## src/rtl/crf_pkg.sv

```systemverilog
`default_nettype none

package crf_pkg;

	// field widths
	localparam int IDX_W  = 16;
	localparam int LEN_W  = 16;
	localparam int SIM_W  = 14;
	localparam int CNT_W  = 17;
	localparam int REG_W  = 16;
	localparam int SUM_W  = 30;
	localparam int BASE_W = 32;
	localparam int CFG_W  = 16;

	// saturation limits
	localparam logic [CNT_W-1:0]  PAIR_SAT   = CNT_W'(65536);
	localparam logic [CNT_W-1:0]  RUN_SAT    = '1;
	localparam logic [REG_W-1:0]  REGION_SAT = '1;
	localparam logic [SUM_W-1:0]  SUM_SAT    = '1;
	localparam logic [BASE_W-1:0] BASE_SAT   = '1;

	// register reset values
	localparam logic [SIM_W-1:0] THRESHOLD_RESET = SIM_W'(9500);
	localparam logic [CFG_W-1:0] MIN_PAIRS_RESET = CFG_W'(3);

	// register indexes
	localparam logic CFG_THRESHOLD = 1'b0;
	localparam logic CFG_MIN_PAIRS = 1'b1;

	// record kinds
	localparam logic REC_REGION = 1'b0;
	localparam logic REC_STATS  = 1'b1;

	// queue between front and back
	localparam int QUEUE_DEPTH = 4;
	localparam int QPTR_W      = $clog2(QUEUE_DEPTH);
	localparam int QCNT_W      = $clog2(QUEUE_DEPTH + 1);

	// classified pair
	typedef struct packed {
		logic [IDX_W-1:0] idx1;
		logic [IDX_W-1:0] idx2;
		logic [LEN_W-1:0] len1;
		logic [LEN_W-1:0] len2;
		logic [SIM_W-1:0] sim;
		logic             cons;
		logic             mono;
		logic             last;
	} entry_t;

	// one result record
	typedef struct packed {
		logic              kind;
		logic              last;
		logic [CNT_W-1:0]  word_a;
		logic [CNT_W-1:0]  word_b;
		logic [CNT_W-1:0]  word_c;
		logic [SUM_W-1:0]  sim_total;
		logic [REG_W-1:0]  sim_floor;
		logic [BASE_W-1:0] bases;
		logic [LEN_W-1:0]  shortest;
		logic [LEN_W-1:0]  longest;
	} record_t;

endpackage

`default_nettype wire

```

## src/rtl/conserved_run_finder_unit.sv

```systemverilog
`default_nettype none

// channel   | handshake                 | payload
// ----------+---------------------------+--------------------------------------
// input     | in_valid / in_ready       | first_index .. array_end, one pair
// output    | out_valid / out_ready     | record_kind .. longest_monomer
// config    | cfg_write_en              | cfg_index, cfg_data (no read-back)
//
// one pair per cycle sustained while out_ready stays high; a pair that ends an array
// and also closes a reported run gives two transactions; the queue waits on the second.
// a result passes through the input stage, the queue and the output register.
// arst_n clears the run state, counters, queue and valid flags; threshold
// resets to 9500 and minimum run length to 3.
// out_ready low backs up into the four-entry queue; in_ready drops once the
// queue and the input stage are full.

module conserved_run_finder_unit (
	input  wire logic                         clk,
	input  wire logic                         arst_n,
	input  wire logic                         cfg_write_en,
	input  wire logic                         cfg_index,
	input  wire logic [crf_pkg::CFG_W-1:0]    cfg_data,
	input  wire logic                         in_valid,
	output logic                              in_ready,
	input  wire logic [crf_pkg::IDX_W-1:0]    first_index,
	input  wire logic [crf_pkg::IDX_W-1:0]    second_index,
	input  wire logic [crf_pkg::LEN_W-1:0]    first_length,
	input  wire logic [crf_pkg::LEN_W-1:0]    second_length,
	input  wire logic [crf_pkg::SIM_W-1:0]    similarity_pct,
	input  wire logic                         both_monomer,
	input  wire logic                         array_end,
	output logic                              out_valid,
	input  wire logic                         out_ready,
	output logic                              record_kind,
	output logic                              run_last,
	output logic [crf_pkg::CNT_W-1:0]         word_a,
	output logic [crf_pkg::CNT_W-1:0]         word_b,
	output logic [crf_pkg::CNT_W-1:0]         word_c,
	output logic [crf_pkg::SUM_W-1:0]         similarity_total,
	output logic [crf_pkg::REG_W-1:0]         similarity_floor,
	output logic [crf_pkg::BASE_W-1:0]        base_total,
	output logic [crf_pkg::LEN_W-1:0]         shortest_monomer,
	output logic [crf_pkg::LEN_W-1:0]         longest_monomer
);
	import crf_pkg::*;

	logic [SIM_W-1:0] threshold_q;
	logic [CFG_W-1:0] min_pairs_q;
	entry_t           in_item;
	logic             push_valid;
	logic             push_ready;
	entry_t           push_item;
	logic             pop_valid;
	logic             pop_ready;
	entry_t           pop_item;
	record_t          rec;

	// configuration registers
	always_ff @(posedge clk or negedge arst_n) begin
		if (!arst_n) begin
			threshold_q <= THRESHOLD_RESET;
			min_pairs_q <= MIN_PAIRS_RESET;
		end else if (cfg_write_en) begin
			if (cfg_index == CFG_THRESHOLD) begin
				threshold_q <= cfg_data[SIM_W-1:0];
			end
			if (cfg_index == CFG_MIN_PAIRS) begin
				min_pairs_q <= cfg_data;
			end
		end
	end

	// pack the incoming pair
	always_comb begin
		in_item.idx1 = first_index;
		in_item.idx2 = second_index;
		in_item.len1 = first_length;
		in_item.len2 = second_length;
		in_item.sim  = similarity_pct;
		in_item.cons = 1'b0;
		in_item.mono = both_monomer;
		in_item.last = array_end;
	end

	crf_front u_front (
		.clk        (clk),
		.arst_n     (arst_n),
		.in_valid   (in_valid),
		.in_ready   (in_ready),
		.in_item    (in_item),
		.threshold  (threshold_q),
		.push_valid (push_valid),
		.push_ready (push_ready),
		.push_item  (push_item)
	);

	crf_queue u_queue (
		.clk        (clk),
		.arst_n     (arst_n),
		.push_valid (push_valid),
		.push_ready (push_ready),
		.push_item  (push_item),
		.pop_valid  (pop_valid),
		.pop_ready  (pop_ready),
		.pop_item   (pop_item)
	);

	crf_back u_back (
		.clk        (clk),
		.arst_n     (arst_n),
		.pop_valid  (pop_valid),
		.pop_ready  (pop_ready),
		.pop_item   (pop_item),
		.min_pairs  (min_pairs_q),
		.out_valid  (out_valid),
		.out_ready  (out_ready),
		.out_rec    (rec)
	);

	// unpack the result record
	assign record_kind      = rec.kind;
	assign run_last         = rec.last;
	assign word_a           = rec.word_a;
	assign word_b           = rec.word_b;
	assign word_c           = rec.word_c;
	assign similarity_total = rec.sim_total;
	assign similarity_floor = rec.sim_floor;
	assign base_total       = rec.bases;
	assign shortest_monomer = rec.shortest;
	assign longest_monomer  = rec.longest;

endmodule

`default_nettype wire

```

## src/rtl/crf_front.sv

```systemverilog
`default_nettype none

module crf_front (
	input  wire logic                        clk,
	input  wire logic                        arst_n,
	input  wire logic                        in_valid,
	output logic                             in_ready,
	input  wire crf_pkg::entry_t             in_item,
	input  wire logic [crf_pkg::SIM_W-1:0]   threshold,
	output logic                             push_valid,
	input  wire logic                        push_ready,
	output crf_pkg::entry_t                  push_item
);
	import crf_pkg::*;

	logic   valid_s1;
	entry_t item_s1;
	entry_t classified;
	logic   accept;

	// stage frees up when empty or when the queue takes its item
	assign in_ready   = !valid_s1 || push_ready;
	assign accept     = in_valid && in_ready;
	assign push_valid = valid_s1;
	assign push_item  = item_s1;

	// classify against the threshold
	always_comb begin
		classified      = in_item;
		classified.cons = in_item.sim >= threshold;
	end

	// stage valid
	always_ff @(posedge clk or negedge arst_n) begin
		if (!arst_n) begin
			valid_s1 <= 1'b0;
		end else if (accept) begin
			valid_s1 <= 1'b1;
		end else if (push_ready) begin
			valid_s1 <= 1'b0;
		end
	end

	// stage payload
	always_ff @(posedge clk) begin
		if (accept) begin
			item_s1 <= classified;
		end
	end

endmodule

`default_nettype wire

```

## src/rtl/crf_queue.sv

```systemverilog
`default_nettype none

module crf_queue (
	input  wire logic            clk,
	input  wire logic            arst_n,
	input  wire logic            push_valid,
	output logic                 push_ready,
	input  wire crf_pkg::entry_t push_item,
	output logic                 pop_valid,
	input  wire logic            pop_ready,
	output crf_pkg::entry_t      pop_item
);
	import crf_pkg::*;

	entry_t            slot_q [QUEUE_DEPTH];
	logic [QPTR_W-1:0] wr_ptr_q;
	logic [QPTR_W-1:0] rd_ptr_q;
	logic [QCNT_W-1:0] count_q;
	logic              push;
	logic              pop;

	assign push_ready = count_q != QCNT_W'(QUEUE_DEPTH);
	assign pop_valid  = count_q != '0;
	assign pop_item   = slot_q[rd_ptr_q];
	assign push       = push_valid && push_ready;
	assign pop        = pop_valid && pop_ready;

	// pointers and fill count
	always_ff @(posedge clk or negedge arst_n) begin
		if (!arst_n) begin
			wr_ptr_q <= '0;
			rd_ptr_q <= '0;
			count_q  <= '0;
		end else begin
			if (push) begin
				wr_ptr_q <= wr_ptr_q + 1'b1;
			end
			if (pop) begin
				rd_ptr_q <= rd_ptr_q + 1'b1;
			end
			case ({push, pop})
				2'b10:   count_q <= count_q + 1'b1;
				2'b01:   count_q <= count_q - 1'b1;
				default: count_q <= count_q;
			endcase
		end
	end

	// entry storage
	always_ff @(posedge clk) begin
		if (push) begin
			slot_q[wr_ptr_q] <= push_item;
		end
	end

endmodule

`default_nettype wire

```

## src/rtl/crf_back.sv

```systemverilog
`default_nettype none

module crf_back (
	input  wire logic                      clk,
	input  wire logic                      arst_n,
	input  wire logic                      pop_valid,
	output logic                           pop_ready,
	input  wire crf_pkg::entry_t           pop_item,
	input  wire logic [crf_pkg::CFG_W-1:0] min_pairs,
	output logic                           out_valid,
	input  wire logic                      out_ready,
	output crf_pkg::record_t               out_rec
);
	import crf_pkg::*;

	// run state
	logic              inside_q;
	logic [IDX_W-1:0]  start_q;
	logic [CNT_W-1:0]  pairs_q;
	logic [SUM_W-1:0]  sum_q;
	logic [SIM_W-1:0]  min_q;
	logic [BASE_W-1:0] bases_q;
	logic [LEN_W-1:0]  short_q;
	logic [LEN_W-1:0]  long_q;
	logic [IDX_W-1:0]  prev_idx_q;

	// array counters
	logic [CNT_W-1:0]  seen_q;
	logic [CNT_W-1:0]  cons_seen_q;
	logic [CNT_W-1:0]  mono_seen_q;
	logic [CNT_W-1:0]  cm_seen_q;
	logic [REG_W-1:0]  regions_q;
	logic [CNT_W-1:0]  rpt_q;

	// output side
	logic              out_valid_q;
	record_t           out_rec_q;
	logic              pend_valid_q;
	record_t           pend_rec_q;

	// combinational
	logic              cm;
	logic              slot_free;
	logic              pop;
	logic [IDX_W-1:0]  ext_start;
	logic [CNT_W-1:0]  ext_pairs;
	logic [SUM_W-1:0]  ext_sum;
	logic [SIM_W-1:0]  ext_min;
	logic [BASE_W-1:0] ext_bases;
	logic [LEN_W-1:0]  ext_short;
	logic [LEN_W-1:0]  ext_long;
	logic [SUM_W:0]    sum_wide;
	logic [BASE_W:0]   bases_wide;
	logic              src_inside;
	logic [IDX_W-1:0]  src_start;
	logic [IDX_W-1:0]  src_end;
	logic [CNT_W-1:0]  src_pairs;
	logic [SUM_W-1:0]  src_sum;
	logic [SIM_W-1:0]  src_min;
	logic [BASE_W-1:0] src_bases;
	logic [LEN_W-1:0]  src_short;
	logic [LEN_W-1:0]  src_long;
	logic              src_gate;
	logic              emit_region;
	logic [CNT_W-1:0]  seen_n;
	logic [CNT_W-1:0]  cons_seen_n;
	logic [CNT_W-1:0]  mono_seen_n;
	logic [CNT_W-1:0]  cm_seen_n;
	logic [REG_W-1:0]  regions_n;
	logic [CNT_W:0]    rpt_wide;
	logic [CNT_W-1:0]  rpt_n;
	record_t           region_rec;
	record_t           stats_rec;

	assign cm        = pop_item.cons && pop_item.mono;
	assign slot_free = !out_valid_q || out_ready;
	assign pop_ready = !pend_valid_q && slot_free;
	assign pop       = pop_valid && pop_ready;
	assign out_valid = out_valid_q;
	assign out_rec   = out_rec_q;

	// run extended by the current pair
	always_comb begin
		sum_wide   = {1'b0, sum_q} + (SUM_W + 1)'(pop_item.sim);
		bases_wide = {1'b0, bases_q} + (BASE_W + 1)'(pop_item.len2);
		if (!inside_q) begin
			ext_start = pop_item.idx1;
			ext_pairs = CNT_W'(1);
			ext_sum   = SUM_W'(pop_item.sim);
			ext_min   = pop_item.sim;
			ext_bases = BASE_W'(pop_item.len1) + BASE_W'(pop_item.len2);
			ext_short = (pop_item.len1 < pop_item.len2) ? pop_item.len1 : pop_item.len2;
			ext_long  = (pop_item.len1 > pop_item.len2) ? pop_item.len1 : pop_item.len2;
		end else begin
			ext_start = start_q;
			ext_pairs = (pairs_q == RUN_SAT) ? pairs_q : pairs_q + 1'b1;
			ext_sum   = (sum_wide > {1'b0, SUM_SAT}) ? SUM_SAT : sum_wide[SUM_W-1:0];
			ext_min   = (pop_item.sim < min_q) ? pop_item.sim : min_q;
			ext_bases = (bases_wide > {1'b0, BASE_SAT}) ? BASE_SAT : bases_wide[BASE_W-1:0];
			ext_short = (pop_item.len2 < short_q) ? pop_item.len2 : short_q;
			ext_long  = (pop_item.len2 > long_q) ? pop_item.len2 : long_q;
		end
	end

	// run that may close on this pair
	always_comb begin
		if (cm) begin
			src_inside = 1'b1;
			src_start  = ext_start;
			src_end    = pop_item.idx2;
			src_pairs  = ext_pairs;
			src_sum    = ext_sum;
			src_min    = ext_min;
			src_bases  = ext_bases;
			src_short  = ext_short;
			src_long   = ext_long;
			src_gate   = pop_item.last;
		end else begin
			src_inside = inside_q;
			src_start  = start_q;
			src_end    = prev_idx_q;
			src_pairs  = pairs_q;
			src_sum    = sum_q;
			src_min    = min_q;
			src_bases  = bases_q;
			src_short  = short_q;
			src_long   = long_q;
			src_gate   = 1'b1;
		end
		emit_region = src_gate && src_inside && (src_pairs >= CNT_W'(min_pairs));
	end

	// array counters after this pair
	always_comb begin
		seen_n      = (seen_q == PAIR_SAT) ? seen_q : seen_q + 1'b1;
		cons_seen_n = (pop_item.cons && cons_seen_q != PAIR_SAT) ?
			cons_seen_q + 1'b1 : cons_seen_q;
		mono_seen_n = (pop_item.mono && mono_seen_q != PAIR_SAT) ?
			mono_seen_q + 1'b1 : mono_seen_q;
		cm_seen_n   = (cm && cm_seen_q != PAIR_SAT) ? cm_seen_q + 1'b1 : cm_seen_q;
		regions_n   = (emit_region && regions_q != REGION_SAT) ? regions_q + 1'b1 : regions_q;
		rpt_wide    = {1'b0, rpt_q} + {1'b0, src_pairs};
		if (!emit_region) begin
			rpt_n = rpt_q;
		end else if (rpt_wide > {1'b0, PAIR_SAT}) begin
			rpt_n = PAIR_SAT;
		end else begin
			rpt_n = rpt_wide[CNT_W-1:0];
		end
	end

	// result records
	always_comb begin
		region_rec.kind      = REC_REGION;
		region_rec.last      = !pop_item.last;
		region_rec.word_a    = CNT_W'(src_start);
		region_rec.word_b    = CNT_W'(src_end);
		region_rec.word_c    = src_pairs;
		region_rec.sim_total = src_sum;
		region_rec.sim_floor = REG_W'(src_min);
		region_rec.bases     = src_bases;
		region_rec.shortest  = src_short;
		region_rec.longest   = src_long;

		stats_rec.kind       = REC_STATS;
		stats_rec.last       = 1'b1;
		stats_rec.word_a     = seen_n;
		stats_rec.word_b     = cons_seen_n;
		stats_rec.word_c     = mono_seen_n;
		stats_rec.sim_total  = SUM_W'(cm_seen_n);
		stats_rec.sim_floor  = regions_n;
		stats_rec.bases      = BASE_W'(rpt_n);
		stats_rec.shortest   = '0;
		stats_rec.longest    = '0;
	end

	// run and array state
	always_ff @(posedge clk or negedge arst_n) begin
		if (!arst_n) begin
			inside_q    <= 1'b0;
			start_q     <= '0;
			pairs_q     <= '0;
			sum_q       <= '0;
			min_q       <= '0;
			bases_q     <= '0;
			short_q     <= '1;
			long_q      <= '0;
			prev_idx_q  <= '0;
			seen_q      <= '0;
			cons_seen_q <= '0;
			mono_seen_q <= '0;
			cm_seen_q   <= '0;
			regions_q   <= '0;
			rpt_q       <= '0;
		end else if (pop) begin
			if (cm && !pop_item.last) begin
				inside_q <= 1'b1;
				start_q  <= ext_start;
				pairs_q  <= ext_pairs;
				sum_q    <= ext_sum;
				min_q    <= ext_min;
				bases_q  <= ext_bases;
				short_q  <= ext_short;
				long_q   <= ext_long;
			end else begin
				inside_q <= 1'b0;
				start_q  <= '0;
				pairs_q  <= '0;
				sum_q    <= '0;
				min_q    <= '0;
				bases_q  <= '0;
				short_q  <= '1;
				long_q   <= '0;
			end
			prev_idx_q <= pop_item.idx2;
			if (pop_item.last) begin
				seen_q      <= '0;
				cons_seen_q <= '0;
				mono_seen_q <= '0;
				cm_seen_q   <= '0;
				regions_q   <= '0;
				rpt_q       <= '0;
			end else begin
				seen_q      <= seen_n;
				cons_seen_q <= cons_seen_n;
				mono_seen_q <= mono_seen_n;
				cm_seen_q   <= cm_seen_n;
				regions_q   <= regions_n;
				rpt_q       <= rpt_n;
			end
		end
	end

	// output and pending valid flags
	always_ff @(posedge clk or negedge arst_n) begin
		if (!arst_n) begin
			out_valid_q  <= 1'b0;
			pend_valid_q <= 1'b0;
		end else if (pend_valid_q && slot_free) begin
			out_valid_q  <= 1'b1;
			pend_valid_q <= 1'b0;
		end else if (pop) begin
			out_valid_q  <= emit_region || pop_item.last;
			pend_valid_q <= emit_region && pop_item.last;
		end else if (out_ready) begin
			out_valid_q  <= 1'b0;
		end
	end

	// output and pending records
	always_ff @(posedge clk) begin
		if (pend_valid_q && slot_free) begin
			out_rec_q <= pend_rec_q;
		end else if (pop) begin
			out_rec_q  <= emit_region ? region_rec : stats_rec;
			pend_rec_q <= stats_rec;
		end
	end

`ifndef SYNTHESIS
	// a waiting statistics record always sits behind a shown region record
	assert property (@(posedge clk) disable iff (!arst_n)
		pend_valid_q |-> out_valid_q && out_rec_q.kind == REC_REGION)
		else $error("pending record without region record in front");

	// a region record that is not last is followed by a pending one
	assert property (@(posedge clk) disable iff (!arst_n)
		out_valid_q && !out_rec_q.last |-> pend_valid_q)
		else $error("non-last record with nothing pending");

	// an open run holds at least one pair and its shortest length is no more than its longest
	assert property (@(posedge clk) disable iff (!arst_n)
		inside_q |-> pairs_q != '0 && short_q <= long_q)
		else $error("open run with inconsistent state");

	// array pair and region pair counters never pass their limit
	assert property (@(posedge clk) disable iff (!arst_n)
		seen_q <= PAIR_SAT && rpt_q <= PAIR_SAT)
		else $error("pair counter beyond saturation");

	// a shown record stays until taken
	assert property (@(posedge clk) disable iff (!arst_n)
		out_valid_q && !out_ready |=> out_valid_q && $stable(out_rec_q))
		else $error("stalled record changed");
`endif

endmodule

`default_nettype wire

```

## config.mk

```make
export PLATFORM = sky130hd
export DESIGN_NAME = conserved_run_finder_unit
export DESIGN_NICKNAME = d
export VERILOG_FILES = /design/src/rtl/crf_pkg.sv /design/src/rtl/conserved_run_finder_unit.sv /design/src/rtl/crf_front.sv /design/src/rtl/crf_queue.sv /design/src/rtl/crf_back.sv
export SDC_FILE = /design/constraint.sdc
export NUM_CORES = 2
export LEC_CHECK = 0
export ABC_AREA = 1
export BUFFER_PORTS_ARGS = -buffer_cell sky130_fd_sc_hd__buf_2
export CORE_MARGIN = 2
export CORE_UTILIZATION = 49
export CTS_BUF_LIST = sky130_fd_sc_hd__clkbuf_8 sky130_fd_sc_hd__clkbuf_16
export CTS_CLUSTER_DIAMETER = 40
export DETAILED_ROUTE_END_ITERATION = 16
export PLACE_DENSITY = 0.78
export SLEW_MARGIN = 5
export SYNTH_ARGS = -nofsm -noshare
export SYNTH_HDL_FRONTEND = slang
export SYNTH_SLANG_ARGS = --single-unit
export TNS_END_PERCENT = 100
```

## constraint.sdc

```tcl
create_clock -name clk -period 7.6 [get_ports clk]
set_input_delay 1.52 -clock clk [delete_from_list [all_inputs] [get_ports clk]]
set_output_delay 1.52 -clock clk [all_outputs]
set_load 0.03 [all_outputs]
```

==> metrics.yaml <==
dr.pass1.iters: 6
grt_pass1_wl_um: 216000
crit_fanout: 72
cts_setup_buffers: 0
synthesis.nets: 5500
final_cells: 6834
ant_nets: 0
synth.distinct_cells: 54
antenna_found_initial: 13
drive_gt1_share_pct: 10.7
hold_depth: 0
max_slew.worst_pin.slew_ns: 1.21
wl_per_cell_um: 20.6
fp.dieArea_um2: 102000
portBuffers: 266
clk_latency_ns: 0.72
cp.depth: 22
crit_family: "simple AND/OR/NAND/NOR gates"
ys.flop_type: "edfxtp_1"
initial_utilization_pct: 49.4
fin_setup_tns_ns: 0
setup_viol: 0
cts_inserted_buffers: 120
ir_drop_v: 0.000310
drv_slew: 0
critPathRequiredTime_ns: 8.14
path_buf_inv: 2
worstSetupStartpointType: "flop"
worst_path_max_delay_cell: "dfrtp_4"
path_cells: "nand2_1, nand3_1, nand2_1, nor2_4, buf_4, o21ai_0, ha_1, nand2_1, nor2_1, nand2_1, nand2_1, nand2_1, nand3_1, nand2_1, nand2_1, nand2_1, nand2_4, nand2_4, nor2_4, buf_4, nand2_1, o211ai_1"
clockRootBuffer: "clkbuf_16"
holdPathEnd: "u_queue.slot_q[1][66]"
hp-class: "flop to flop"
fin_hold_ws_ns: 0.488
cts_tree: "built"
ys_async_sr_fraction_pct: 30.9
routed_wl_um: 141000
fin_util_pct: 56.4
r2r_setup_slack_ns: 1.63
cp.arrival_ns: 6.50
power_density_nw_per_um2: 450
max_slew_margin_pct: 19.4
areaGrowthSynthToFinish_pct: 14.2
die_h_um: 319
cts_htree_levels: 3
cts_sinks: 968
dp_hpwl_um: 94300
rsz0062_at_grt: "no"
yosysWarnings: 0
crit_type: "flop to flop"
grt_overflow_total: 0
rr_endpoint: "u_back.out_rec[150]"
hold_viol: 0
ff2ff_path_depth: 22
synth_area_um2: 48600
clk_pin_slew_worst_paths_ns: 0.06
grt_util_all_layers_pct: 27.3
drc_errors: 0
drtIter0Drc: 4377
clk_path_buf_depth: 3
place_inst: 6605
grt_pass1_vias: 37900
fin_nets: 5715
r2r_start: "u_queue.rd_ptr_q[0]"
period_minus_slack_ns: 5.97
avgSynthCellArea_um2: 9.30
gp_congestion: 0.960
clock.fmax_ghz: 0.168
viasPerCell: 5.74
p_total_w: 0.0250
core-area_um2: 98300
critPathCaptureType: "flop"
cts_resized: 0
fill_cells: 8330
fin_skew_ns: 0.0346
synth_cells: 5225
power.leakage_nw: 23.5
min-delay-start: "u_front.push_item[66]"
post-route-period-util_pct: 78.5
hold_buffers: 0
crit_top_cell: "nand2_1"
max_stage_delay_ns: 0.91
synth_edf_count: 669
ys_seq_area_share_pct: 56.8
vias: 39200
fp-row-count: 115
outcome: "complete, no violations"
grt_max_degree: 165
ys_ff_latch: 968
die_width_um: 319
drv_cap: 0
io_pins: 267
-- worst max path at each step --
| stage | endpoint | slack, ns | start |
|---|---|---|---|
| after floorplan | u_back.out_rec[0] | 1.42 | out_ready |
| final | u_back.out_rec[150] | 1.63 | u_queue.rd_ptr_q[0] |
| after detailed placement | u_back.out_rec[148] | 1.79 | u_queue.rd_ptr_q[0] |
| after CTS | u_back.out_rec[150] | 1.73 | u_queue.rd_ptr_q[0] |
| after global routing | u_back.out_rec[150] | 1.27 | u_queue.rd_ptr_q[0] |
| after global placement | u_back.out_rec[112] | 1.98 | u_queue.rd_ptr_q[0] |
-- sequential cells by signal, indices dropped and copies added, names as in the netlist, 3 cells and up --
| signal | count |
|---|---|
| u_queue.slot_q | 324 |
| threshold_q | 14 |
| u_back.out_rec | 163 |
| u_back.mono_seen_q | 17 |
| u_back.cm_seen_q | 17 |
| u_front.push_item | 81 |
| u_back.regions_q | 16 |
| min_pairs_q | 16 |
| u_back.start_q | 16 |
| u_back.cons_seen_q | 17 |
| u_back.min_q | 14 |
| u_back.prev_idx_q | 16 |
| u_back.long_q | 16 |
| u_back.seen_q | 17 |
| u_queue.count_q | 3 |
| u_back.bases_q | 32 |
| u_back.rpt_q | 17 |
| u_back.short_q | 16 |
| u_back.pairs_q | 17 |
| u_back.pend_rec_q | 101 |
| u_back.sum_q | 30 |
-- per-stage QoR --
step                worst slack (ns)  area, um2
finish                          1.63      55400
global route                    1.27      55400
CTS                             1.73      55400
detailed placement              1.79      51200
global placement                1.98      51200
floorplan                       1.42      48600
-- layout by cell type, fill, tap and decap left out, types with 60 or more instances in the layout --
master,n
xor2_1,103
o21ai_0,491
o22ai_1,162
buf_4,60
inv_1,570
nand2_1,1340
edfxtp_1,669
clkbuf_16,124
ha_1,168
nor2_1,311
o211ai_1,68
buf_2,265
nand3_1,279
a21oi_1,221
dfrtp_1,273
-- final cells by class --
type | instances | area [um2] | share of cell area [%]
clock inverter | 97 | 1080 | 1.94
antenna | 2 | 5.00 | 0.00903
clock buffer | 130 | 3190 | 5.74
tap | 1287 | 1610 | 2.90
inverter | 560 | 2120 | 3.82
sequential | 968 | 27600 | 49.8
timing repair buffer | 330 | 1870 | 3.38
multi-input combinational | 3460 | 18000 | 32.4
-- power breakdown --
group / switching, W / internal, W
Sequential: 0.000698 / 0.00739
Combinational: 0.00812 / 0.00279
Clock: 0.00234 / 0.00363
-- per-layer routing --
metal	track usage, %	up-vias	part of all wire (%)
met1	35.4	18800	40
li1	-	18300	-
met5	0	-	0.089
met2	44.8	1804	48
met3	5.52	317	8.6
met4	11.0	20	3.9
-- cell usage after synthesis, drive strengths merged, types with 4 or more instances --
library cell     n  area share (%)
inv            558             4.3
a32oi           29            0.52
o21a             8            0.12
nor2           321             2.6
nand4           58            0.75
fa               5            0.21
buf             66            0.67
dfrtp          275              14
a21o             8            0.12
and2             7           0.090
o211ai          68             1.1
nor3            57            0.59
clkbuf         171             1.3
a211oi           4           0.062
a31oi           11            0.14
o22ai          163             2.1
a22o             4           0.072
or2              8            0.10
xor2           103             1.9
nand3b          11            0.17
a21oi          222             2.3
xnor2           17            0.31
nor4            24            0.31
o21ai          505             5.2
edfxtp         669              41
o21bai           4           0.062
ha             168             4.3
a22oi           13            0.20
nand3          281             2.9
nand2         1345              10
o31ai            4           0.062
dfstp           24             1.3
-- kinds of logic (layout without fill, tap and decap cells) --
logic type	count (synthesis)	count (layout)	share of synthesized area, %
compound gates	1052	1052	12.2
xor+xnor	120	120	2.16
fa+ha+maj	173	173	4.53
buf+inv	797	1117	6.32
flops	968	968	56.8
other cells	0	2	0
simple gates	2115	2115	17.9
(Power assumes the default switching activity.)
